`config.mk`:
```
export PLATFORM = sky130hd
export DESIGN_NAME = eprom_programmer_port_logic
export DESIGN_NICKNAME = d
export VERILOG_FILES = /design/src/epp_pkg.sv /design/src/epp_port_state.sv /design/src/eprom_programmer_port_logic.sv
export VERILOG_INCLUDE_DIRS = /design/src /design/src/src
export SDC_FILE = /design/constraint.sdc
export NUM_CORES = 1
export LEC_CHECK = 0
export ABC_AREA = 1
export BUFFER_PORTS_ARGS = -buffer_cell sky130_fd_sc_hd__buf_2
export CAP_MARGIN = 20
export CORE_ASPECT_RATIO = 1.4
export CORE_MARGIN = 1
export CORE_UTILIZATION = 50
export DETAILED_ROUTE_END_ITERATION = 10
export PLACE_DENSITY = 0.86
export SETUP_SLACK_MARGIN = 0.02
export SLEW_MARGIN = 20
export SYNTH_ARGS = -nofsm -noshare
export SYNTH_HDL_FRONTEND = slang
export SYNTH_SLANG_ARGS = --single-unit
```
`constraint.sdc`:
```
create_clock -name clk -period 3.2 [get_ports clk]
set_input_delay 0.64 -clock clk [delete_from_list [all_inputs] [get_ports clk]]
set_output_delay 0.64 -clock clk [all_outputs]
set_load 0.01 [all_outputs]
```
`src/eprom_programmer_port_logic_defines.svh`:
```
// ---------------------------------------------------------------------------
// EPROM programmer port logic: assertion macros
// Shared concurrent assertion forms for the port logic block.
// ---------------------------------------------------------------------------
`ifndef EPROM_PROGRAMMER_PORT_LOGIC_DEFINES_SVH
`define EPROM_PROGRAMMER_PORT_LOGIC_DEFINES_SVH

// Same-cycle implication, disabled while reset is asserted.
`define EPPL_ASSERT_IMP(name, clk, rst_n, ante, cons, msg) \
    name: assert property (@(posedge clk) disable iff (!rst_n) (ante) |-> (cons)) \
        else $error(msg);

// Next-cycle implication, disabled while reset is asserted.
`define EPPL_ASSERT_NXT(name, clk, rst_n, ante, cons, msg) \
    name: assert property (@(posedge clk) disable iff (!rst_n) (ante) |=> (cons)) \
        else $error(msg);

`endif

```
`src/epp_pkg.sv`:
```
// ---------------------------------------------------------------------------
// EPROM programmer port logic package
// Command codes, port bit positions and the item and pin types.
// ---------------------------------------------------------------------------
`default_nettype none

package epp_pkg;

    localparam int unsigned ADDR_BITS_DEFAULT = 24;
    localparam int unsigned ADDR_OUT_BITS     = 24;

    // Port access codes.
    localparam logic [1:0] CMD_DATA_WR   = 2'd0;
    localparam logic [1:0] CMD_CTRL_WR   = 2'd1;
    localparam logic [1:0] CMD_STATUS_RD = 2'd2;

    // Control port bits.
    localparam int unsigned CTL_VPP = 0;
    localparam int unsigned CTL_OE  = 1;
    localparam int unsigned CTL_VDD = 2;
    localparam int unsigned CTL_WE  = 3;

    // Data port bits, parallel address/data mode.
    localparam int unsigned DAT_ACLK  = 0;
    localparam int unsigned DAT_ADATA = 1;
    localparam int unsigned DAT_DCLK  = 2;

    // Data port bits, serial device mode.
    localparam int unsigned DAT_SDIN = 0;
    localparam int unsigned DAT_SCLK = 1;

    typedef struct packed {
        logic [1:0] cmd;
        logic [7:0] port_value;
        logic [7:0] data_bus_in;
        logic       serial_data_in;
    } item_t;

    typedef struct packed {
        logic vpp;
        logic oe;
        logic vdd;
        logic we;
        logic cs;
        logic sclk;
        logic sdin;
    } pins_t;

endpackage

`default_nettype wire

```
`src/epp_port_state.sv`:
```
// ---------------------------------------------------------------------------
// EPROM programmer port state
// Port mirrors, shift registers, held pin levels and status bits, updated
// by one port access per enabled cycle.
// ---------------------------------------------------------------------------
`default_nettype none

module epp_port_state #(
    parameter int unsigned ADDR_BITS = epp_pkg::ADDR_BITS_DEFAULT
) (
    input  wire logic                 clk,
    input  wire logic                 rst_n,
    input  wire logic                 update,
    input  wire epp_pkg::item_t       item,
    output logic [ADDR_BITS-1:0]      addr,
    output logic [7:0]                data_bus_out,
    output epp_pkg::pins_t            pins,
    output logic [7:0]                status_value
);

    logic [3:0]           ctl_reg,   ctl_next;
    logic [2:0]           dat_reg,   dat_next;
    logic [ADDR_BITS-1:0] addr_reg,  addr_next;
    logic [7:0]           dsh_reg,   dsh_next;
    logic [7:0]           latch_reg, latch_next;
    epp_pkg::pins_t       pins_reg,  pins_next;
    logic                 hdw_reg,   hdw_next;
    logic                 serin_reg, serin_next;

    logic [3:0] ctl_chg;
    logic [2:0] dat_chg;
    logic [7:0] nv;
    logic       oe_off;
    logic       sdo_forced;
    logic [7:0] dsh_clocked;

    assign nv      = item.port_value;
    assign ctl_chg = ctl_reg ^ nv[3:0];
    assign dat_chg = dat_reg ^ nv[2:0];
    assign oe_off  = ctl_reg[epp_pkg::CTL_OE];

    assign dsh_clocked = (nv[epp_pkg::DAT_ADATA] && !oe_off) ? item.data_bus_in
                                                             : {dsh_reg[6:0], 1'b0};

    always_comb
    begin
        ctl_next   = ctl_reg;
        dat_next   = dat_reg;
        addr_next  = addr_reg;
        dsh_next   = dsh_reg;
        latch_next = latch_reg;
        pins_next  = pins_reg;
        hdw_next   = hdw_reg;
        serin_next = serin_reg;
        sdo_forced = 1'b0;

        unique case (item.cmd)
            epp_pkg::CMD_CTRL_WR:
            begin
                ctl_next = nv[3:0];
                if (ctl_chg[epp_pkg::CTL_VPP])
                begin
                    pins_next.vpp = !nv[epp_pkg::CTL_VPP];
                end
                if (ctl_chg[epp_pkg::CTL_OE])
                begin
                    pins_next.oe = !nv[epp_pkg::CTL_OE];
                end
                if (ctl_chg[epp_pkg::CTL_VDD])
                begin
                    pins_next.vdd = nv[epp_pkg::CTL_VDD];
                end
                if (ctl_chg[epp_pkg::CTL_WE])
                begin
                    pins_next.we = nv[epp_pkg::CTL_WE];
                    pins_next.cs = !nv[epp_pkg::CTL_WE];
                end
            end
            epp_pkg::CMD_DATA_WR:
            begin
                dat_next = nv[2:0];
                if (oe_off)
                begin
                    latch_next = nv;
                    if (dat_chg[epp_pkg::DAT_SCLK])
                    begin
                        pins_next.sclk = nv[epp_pkg::DAT_SCLK];
                        if (nv[epp_pkg::DAT_SCLK])
                        begin
                            pins_next.sdin = nv[epp_pkg::DAT_SDIN];
                            // The serial data-out pin reads back inverted.
                            sdo_forced = !item.serial_data_in;
                        end
                    end
                end
                else if (dat_chg[epp_pkg::DAT_ACLK] && nv[epp_pkg::DAT_ACLK])
                begin
                    addr_next = {addr_reg[ADDR_BITS-2:0], nv[epp_pkg::DAT_ADATA]};
                end

                if (dat_chg[epp_pkg::DAT_DCLK] && !nv[epp_pkg::DAT_DCLK])
                begin
                    dsh_next   = dsh_clocked;
                    serin_next = !dsh_clocked[7];
                end

                hdw_next = sdo_forced
                        || (!nv[epp_pkg::DAT_ACLK] && ctl_reg[epp_pkg::CTL_VDD]);
            end
            default:
            begin
            end
        endcase
    end

    always_ff @(posedge clk or negedge rst_n)
    begin
        if (!rst_n)
        begin
            ctl_reg   <= '0;
            dat_reg   <= '0;
            addr_reg  <= '1;
            dsh_reg   <= '0;
            latch_reg <= '0;
            pins_reg  <= '0;
            hdw_reg   <= 1'b0;
            serin_reg <= 1'b0;
        end
        else if (update)
        begin
            ctl_reg   <= ctl_next;
            dat_reg   <= dat_next;
            addr_reg  <= addr_next;
            dsh_reg   <= dsh_next;
            latch_reg <= latch_next;
            pins_reg  <= pins_next;
            hdw_reg   <= hdw_next;
            serin_reg <= serin_next;
        end
    end

    assign addr         = addr_reg;
    assign data_bus_out = latch_reg;
    assign pins         = pins_reg;
    assign status_value = {hdw_reg, serin_reg, 6'b0};

endmodule

`default_nettype wire

```
`src/eprom_programmer_port_logic.sv`:
```
// ---------------------------------------------------------------------------
// EPROM programmer port logic
// Models the port side of a parallel-port EPROM programmer: port mirrors,
// address and data shift registers, held pin levels and the status byte.
// ---------------------------------------------------------------------------
// Usage:
// Each transaction on the request channel (req_valid, req_stall) is one port
// access: a data-port write, a control-port write or a status read, with the
// sampled chip data bus and serial data-out level. Every request yields
// exactly one transaction on the response channel (rsp_valid, rsp_stall)
// that carries the address, data bus, pin levels and status byte after it.
// A request is held in an input register and then applied to the port state
// once the response channel can advance; the response valid flag is set with
// that update. The state registers themselves drive the response fields.
// Throughput is one transaction per cycle while the receiver does not stall,
// set by the single update pass. When the receiver stalls, the response holds
// and the state stays frozen; one more request is still taken into the input
// register, after which req_stall follows rsp_stall.
// Reset clears the mirrors, pins and status byte and sets the address shift
// register to all ones; no response is pending after reset.
// ---------------------------------------------------------------------------
`default_nettype none

`include "eprom_programmer_port_logic_defines.svh"

module eprom_programmer_port_logic #(
    parameter int unsigned ADDR_BITS = epp_pkg::ADDR_BITS_DEFAULT
) (
    input  wire logic        clk,
    input  wire logic        rst_n,

    input  wire logic        req_valid,
    output logic             req_stall,
    input  wire logic [1:0]  cmd,
    input  wire logic [7:0]  port_value,
    input  wire logic [7:0]  data_bus_in,
    input  wire logic        serial_data_in,

    output logic             rsp_valid,
    input  wire logic        rsp_stall,
    output logic [23:0]      addr_bus,
    output logic [7:0]       data_bus_out,
    output logic             vpp_on,
    output logic             oe_on,
    output logic             vdd_on,
    output logic             we_on,
    output logic             sdev_cs,
    output logic             sdev_clk,
    output logic             sdev_din,
    output logic [7:0]       status_value
);

    epp_pkg::item_t       item_reg;
    logic                 item_valid_reg, item_valid_next;
    logic                 rsp_valid_reg,  rsp_valid_next;
    logic                 advance;
    logic                 state_update;
    logic                 req_accept;
    logic [ADDR_BITS-1:0] addr_state;
    epp_pkg::pins_t       pins;

    assign advance         = !rsp_valid_reg || !rsp_stall;
    assign state_update    = item_valid_reg && advance;
    assign req_stall       = item_valid_reg && !advance;
    assign req_accept      = req_valid && !req_stall;
    assign item_valid_next = req_accept || (item_valid_reg && !advance);
    assign rsp_valid_next  = state_update || (rsp_valid_reg && rsp_stall);

    always_ff @(posedge clk or negedge rst_n)
    begin
        if (!rst_n)
        begin
            item_valid_reg <= 1'b0;
            rsp_valid_reg  <= 1'b0;
        end
        else
        begin
            item_valid_reg <= item_valid_next;
            rsp_valid_reg  <= rsp_valid_next;
        end
    end

    always_ff @(posedge clk)
    begin
        if (req_accept)
        begin
            item_reg.cmd            <= cmd;
            item_reg.port_value     <= port_value;
            item_reg.data_bus_in    <= data_bus_in;
            item_reg.serial_data_in <= serial_data_in;
        end
    end

    epp_port_state #(
        .ADDR_BITS (ADDR_BITS)
    ) u_state (
        .clk          (clk),
        .rst_n        (rst_n),
        .update       (state_update),
        .item         (item_reg),
        .addr         (addr_state),
        .data_bus_out (data_bus_out),
        .pins         (pins),
        .status_value (status_value)
    );

    // Narrow address registers are zero-extended, wide ones show the low bits.
    assign addr_bus   = epp_pkg::ADDR_OUT_BITS'(addr_state);
    assign rsp_valid  = rsp_valid_reg;
    assign vpp_on     = pins.vpp;
    assign oe_on      = pins.oe;
    assign vdd_on     = pins.vdd;
    assign we_on      = pins.we;
    assign sdev_cs    = pins.cs;
    assign sdev_clk   = pins.sclk;
    assign sdev_din   = pins.sdin;

    `EPPL_ASSERT_IMP(a_stall_needs_item, clk, rst_n, req_stall, item_valid_reg, "request stalled with empty input register")
    `EPPL_ASSERT_NXT(a_update_gives_rsp, clk, rst_n, state_update, rsp_valid, "state update without a response")
    `EPPL_ASSERT_NXT(a_addr_hold, clk, rst_n, !state_update, $stable(addr_bus), "address changed without an update")
    `EPPL_ASSERT_IMP(a_we_cs_excl, clk, rst_n, 1'b1, !(we_on && sdev_cs), "write enable and serial select both high")

endmodule

`default_nettype wire
```
# Yosys cells after proc, flatten, opt, wreduce, memory -nomap -nowiden
# Index checks and enable logic that the tools add are counted.
[word_totals]
regBits = 76
input_bits = 23
word_cells = 64
[op_classes]
n_eq_ne = 1
muxes = 5
bitwise = 3
n_reduce_logical = 35
[ops]
columns = ["cell", "n"]
rows = [
  ["$reduce_and A3 Y1", 6],
  ["$logic_not A1 Y1", 11],
  ["$logic_and A1 B1 Y1", 8],
  ["$mux W8", 1],
  ["$reduce_and A4 Y1", 2],
  ["$reduce_and A5 Y1", 1],
  ["$logic_or A1 B1 Y1", 4],
  ["$mux W1", 4],
  ["$reduce_and A2 Y1", 2],
  ["$xor A4 B4 Y4", 1],
  ["$xor A3 B3 Y3", 1],
  ["$eq A2 B1 Y1 const B", 1],
  ["$logic_not A2 Y1", 1],
  ["$not A1 Y1", 1],
]

# Depth between registers and ports, before layout
[depth]
depth_word = 7
mapped_depth = 7
depth_no_buf = 6

# Modules after synthesis
# Synthesis repeated with hierarchy kept, for this count alone.
[hier_totals]
hier_cells = 323
hier_area_um2 = 3210.6
[by_module_without_submodules]
columns = ["module", "n_inst", "cells_per_inst", "area_per_inst_um2", "seq_area_each_um2"]
rows = [
  ["epp_port_state", 1, 292, 2544.9, 1406.3],
  ["eprom_programmer_port_logic", 1, 31, 665.6, 620.6],
]

# Least setup slack after synthesis
# Ideal clock, no wire load.
[synth_path]
path_kind = "in2reg"
start = "input rsp_stall"
end = "register item_reg[0] in the netlist's numbering, enable pin"
setup_time_ns = 0.374
arrival_ns = 1.237
t_required_ns = 2.826
path_slack_ns = 1.589
cell_stages = 3
path_cell_list = "nand2_1 > o21ai_0 > inv_1"
[synth_via]
elab_chain_cells = 6
[synth_lines]
columns = ["item", "line_no", "rtl"]
rows = [
  ["start, declared", "eprom_programmer_port_logic.sv:40", "input wire logic rsp_stall,"],
  ["$logic_not A1 Y1", "eprom_programmer_port_logic.sv:62", "assign advance = !rsp_valid_reg || !rsp_stall;"],
  ["$logic_or A1 B1 Y1", "eprom_programmer_port_logic.sv:62", ""],
  ["$logic_not A1 Y1", "eprom_programmer_port_logic.sv:64", "assign req_stall = item_valid_reg && !advance;"],
  ["$logic_and A1 B1 Y1", "eprom_programmer_port_logic.sv:64", ""],
  ["$logic_not A1 Y1", "eprom_programmer_port_logic.sv:65", "assign req_accept = req_valid && !req_stall;"],
  ["$logic_and A1 B1 Y1", "eprom_programmer_port_logic.sv:65", ""],
  ["named net req_accept", "eprom_programmer_port_logic.sv:58", "logic req_accept;"],
  ["end, declared", "eprom_programmer_port_logic.sv:53", "epp_pkg::item_t item_reg;"],
]
# The timed path passes the listed nets, and every way through them passes these cells.
# A chain may end at the register's enable or synchronous reset.

# Final worst setup path
[layout_path]
start = "input rsp_stall"
end = "register u_state.addr_reg[11], in the netlist u_state.addr[11]"
[layout_via]
elab_chain_cells = 4
[layout_lines]
columns = ["item", "line_no", "rtl"]
rows = [
  ["$logic_not A1 Y1", "eprom_programmer_port_logic.sv:62", ""],
  ["$logic_or A1 B1 Y1", "eprom_programmer_port_logic.sv:62", ""],
  ["$logic_and A1 B1 Y1", "eprom_programmer_port_logic.sv:63", "assign state_update = item_valid_reg && advance;"],
  ["$reduce_and A4 Y1 (no source line)", "--", ""],
  ["end signal, assigned", "epp_port_state.sv:133", "addr_reg <= addr_next;"],
  ["end, declared", "epp_port_state.sv:23", "logic [ADDR_BITS-1:0] addr_reg, addr_next;"],
]
# No other way between the ends.

==> metrics.md <==
| Metric | Value |
|---|---|
| Clk slew on worst S/H paths | `0.08 ns` |
| R2r setup slk | `1.32 ns` |
| Hold slack | `between 0.4 and 0.5 ns` |
| Gr usage total | `0.185` |
| CP Class | `in2reg` |
| Die Y | `96.2 um` |
| Max incr delay on CP | `about 0.64 ns` |
| CTS resizes | `0` |
| Vias in the first global route | `around 2.3k` |
| Initial antenna violation count | `0` |
| IO buf count | `65` |
| Ranking of synthesized cells by area | `dfrtp_1 26%, dfstp_2 20%, edfxtp_1 18%` |
| CTS Buf Count | `9` |
| Die area | `0.00667 mm2` |
| Crit Reg-Reg Startpoint | `rsp_valid` |
| CORE AREA | `between 0.006 and 0.007 mm2` |
| Relative slew slack | `0.376` |
| Via count | `2323` |
| Largest net degree at the start of global routing | `43` |
| Worst path cell trace | `buf_2 > nand2_1 > nand2_2 > nor2_4 > nand2_4 > nand2_1 > nand2_1` |
| Seq cells post-synth | `76` |
| Pre-Repair DR Iteration Count | `6` |
| Clock Path Buffers | `2` |
| Mean post-synth cell area | `9.88 um2` |
| Final Setup Violations | `0` |
| R2R cell count | `6` |
| TritonCTS clock tree | `built` |
| Max Freq | `between 500 and 600 MHz` |
| Worst-Margin Slew | `~0.93 ns` |
| DRC violation count after routing | `0` |
| RSZ-0062 raised after global routing | `no` |
| Routed len/inst | `between 10 and 15 um` |
| Starting density of the core | `0.514` |
| Setup crit start kind | `input port` |
| Peak VDD IR | `just over 400 uV` |
| Drt total wl | `between 5000 and 6000 um` |
| Global placer's final weighted congestion | `roughly 0.76` |
| Main flop type after synthesis | `dfrtp_1` |
| First-pass GRT wire length | `around 9700 um` |
| Yosys top cell area share | `0.260` |
| Pwr Density | `676 mW/mm2` |
| Site Rows | `34` |
| Initial DRC Count | `between 150 and 200` |
| Count leader, synth | `nand2_1` |
| Crit end category | `register` |
| Sum Neg Setup Slack | `0 ns` |
| Crit path arrival time | `about 2.2 ns` |
| WP data required | `3.48 ns` |
| Synthesized cell area | `between 0.003 and 0.004 mm2` |
| Overflow after GRT | `0` |
| Worst hold path class | `in2async` |
| Root cell of the clock tree | `clkbuf_8` |
| Share of post-route cells with drive strength above 1 | `0.297` |
| Dpl hpwl | `~4000 um` |
| Worst slack, placed | `0.944 ns` |
| Lkg Pwr | `around 1.9 nW` |
| Fin nets | `409` |
| Syn-to-layout area delta | `16.5%` |
| Final core utilization | `0.599` |
| Reg2reg end | `u_state.addr[11]` |
| IO Pins | `slightly above 70` |
| Yosys warning count | `0` |
| Final setup margin | `around 1.3 ns` |
| Area leader, netlist | `dfrtp_1` |
| Skew final | `between 0.007 and 0.008 ns` |
| Period utilisation layout | `0.590` |
| CP Max Fanout | `38` |
| Clock period minus final worst setup slack | `~1.9 ns` |
| Hold Buf Count CTS | `0` |
| CP dominant cell by count | `nand2_1` |
| Worst skew pair latency | `roughly 0.34 ns` |
| H-tree Lvls | `3` |
| Clock Sinks | `76` |
| Register area share after synthesis | `0.639` |
| Syn Inst Count | `321` |
| Synth cell types | `25` |
| Max reg flops | `24` |
| DRT antenna net count | `0` |
| Status | `completed` |
| Pins over their slew limit | `0` |
| Post-CTS Setup Repair Bufs | `0` |
| Asr flop ratio synth | `0.750` |
| Post-synth top cells | `130 x nand2_1, 38 x nand3_1, 33 x dfrtp_1` |
| Final Hold Viols | `0` |
| Fillers | `about 520` |
| EDFF count, synth | `19` |
| Max_cap viols | `0` |
| Number of inserted diodes | `0` |
| Die width | `a little under 70 um` |
| Vias per std cell | `a little over 5` |
| Slowest cell on the critical path | `nor2_4` |
metal layers:
| metal | share of wire | wire (um) | track usage |
|---|---|---|---|
| met5 | 0 | 0 | 0 |
| met4 | 0.018 | 101 | 0.0748 |
| met3 | 0.042 | 239 | 0.0534 |
| met2 | 0.52 | 2980 | 0.334 |
| met1 | 0.42 | 2400 | 0.205 |
kinds of logic after synthesis:
kind of cell    after synthesis  synth area share
compound gates               17            0.0276
flops                        76             0.639
xor+xnor                      1           0.00276
buf+inv                      38            0.0734
other cells                   1           0.00118
simple gates                187             0.252
fa+ha+maj                     1           0.00394
cell type report:
| class | count | area [um2] | share of cell area |
|---|---|---|---|
| Tap cell | 72 | 90.1 | 0.0244 |
| Timing Repair Buffer | 66 | 333 | 0.0900 |
| Clock buffer | 10 | 128 | 0.0345 |
| Clock inverter | 6 | 113 | 0.0305 |
| Inverter | 20 | 75.1 | 0.0203 |
| Multi-Input combinational cell | 212 | 931 | 0.252 |
| Sequential cell | 76 | 2030 | 0.548 |
how the worst max path moves through the flow:
stage / startpoint / end / slack, ns
after global routing: item_reg[18] / u_state.addr[5] / 1.04
after global placement: rsp_stall / u_state.addr[6] / 1.00
final: rsp_stall / u_state.addr[11] / 1.31
after floorplan: rsp_stall / item_reg[0] / 1.59
after detailed placement: rsp_stall / u_state.addr[10] / 0.94
after CTS: rsp_valid / u_state.addr[10] / 1.30
critical path: cells and delay by family:
kind / cells / cell delay [ns]
and+or+nand+nor: 6 / 1.41
buffers and inverters: 1 / 0.09
cells in the final DEF (no fill, tap or decap):
cell / synthesis / routed
nand2_1: 130 / 130
buf_2: 0 / 65
nand3_1: 38 / 38
dfrtp_1: 33 / 33
dfstp_2: 24 / 24
inv_1: 19 / 19
edfxtp_1: 19 / 19
o21ai_0: 15 / 15
clkbuf_8: 0 / 9
nor2_1: 7 / 7
conb_1: 1 / 6
nand2_2: 3 / 3
bufinv_16: 0 / 3
clkinvlp_4: 0 / 3
or2_2: 2 / 2
nor2_2: 2 / 2
inv_2: 1 / 1
o21a_1: 1 / 1
nor2_4: 1 / 1
nor3_4: 1 / 1
nand2_4: 1 / 1
xor2_1: 1 / 1
a21oi_1: 1 / 1
nor3_1: 1 / 1
nand3b_1: 1 / 1
ha_1: 1 / 1
clkbuf_1: 1 / 1
buf_4: 10 / 1
through the flow:
stage                     area, um2  power [mW]  std cells
after floorplan                3190        1.51        326
after global placement         3460        1.64        446
after detailed placement       3460        1.66        446
after CTS                      3700        2.52        462
after global routing           3700        2.63        462
final                          3700        2.50        462
report_power, final:
part | switching [mW] | total, mW | internal, mW
logic | 0.245 | 0.395 | 0.150
clock network | 0.339 | 0.857 | 0.518
registers | 0.0972 | 1.25 | 1.15
Note: power is estimated with default switching activity, not from simulation.
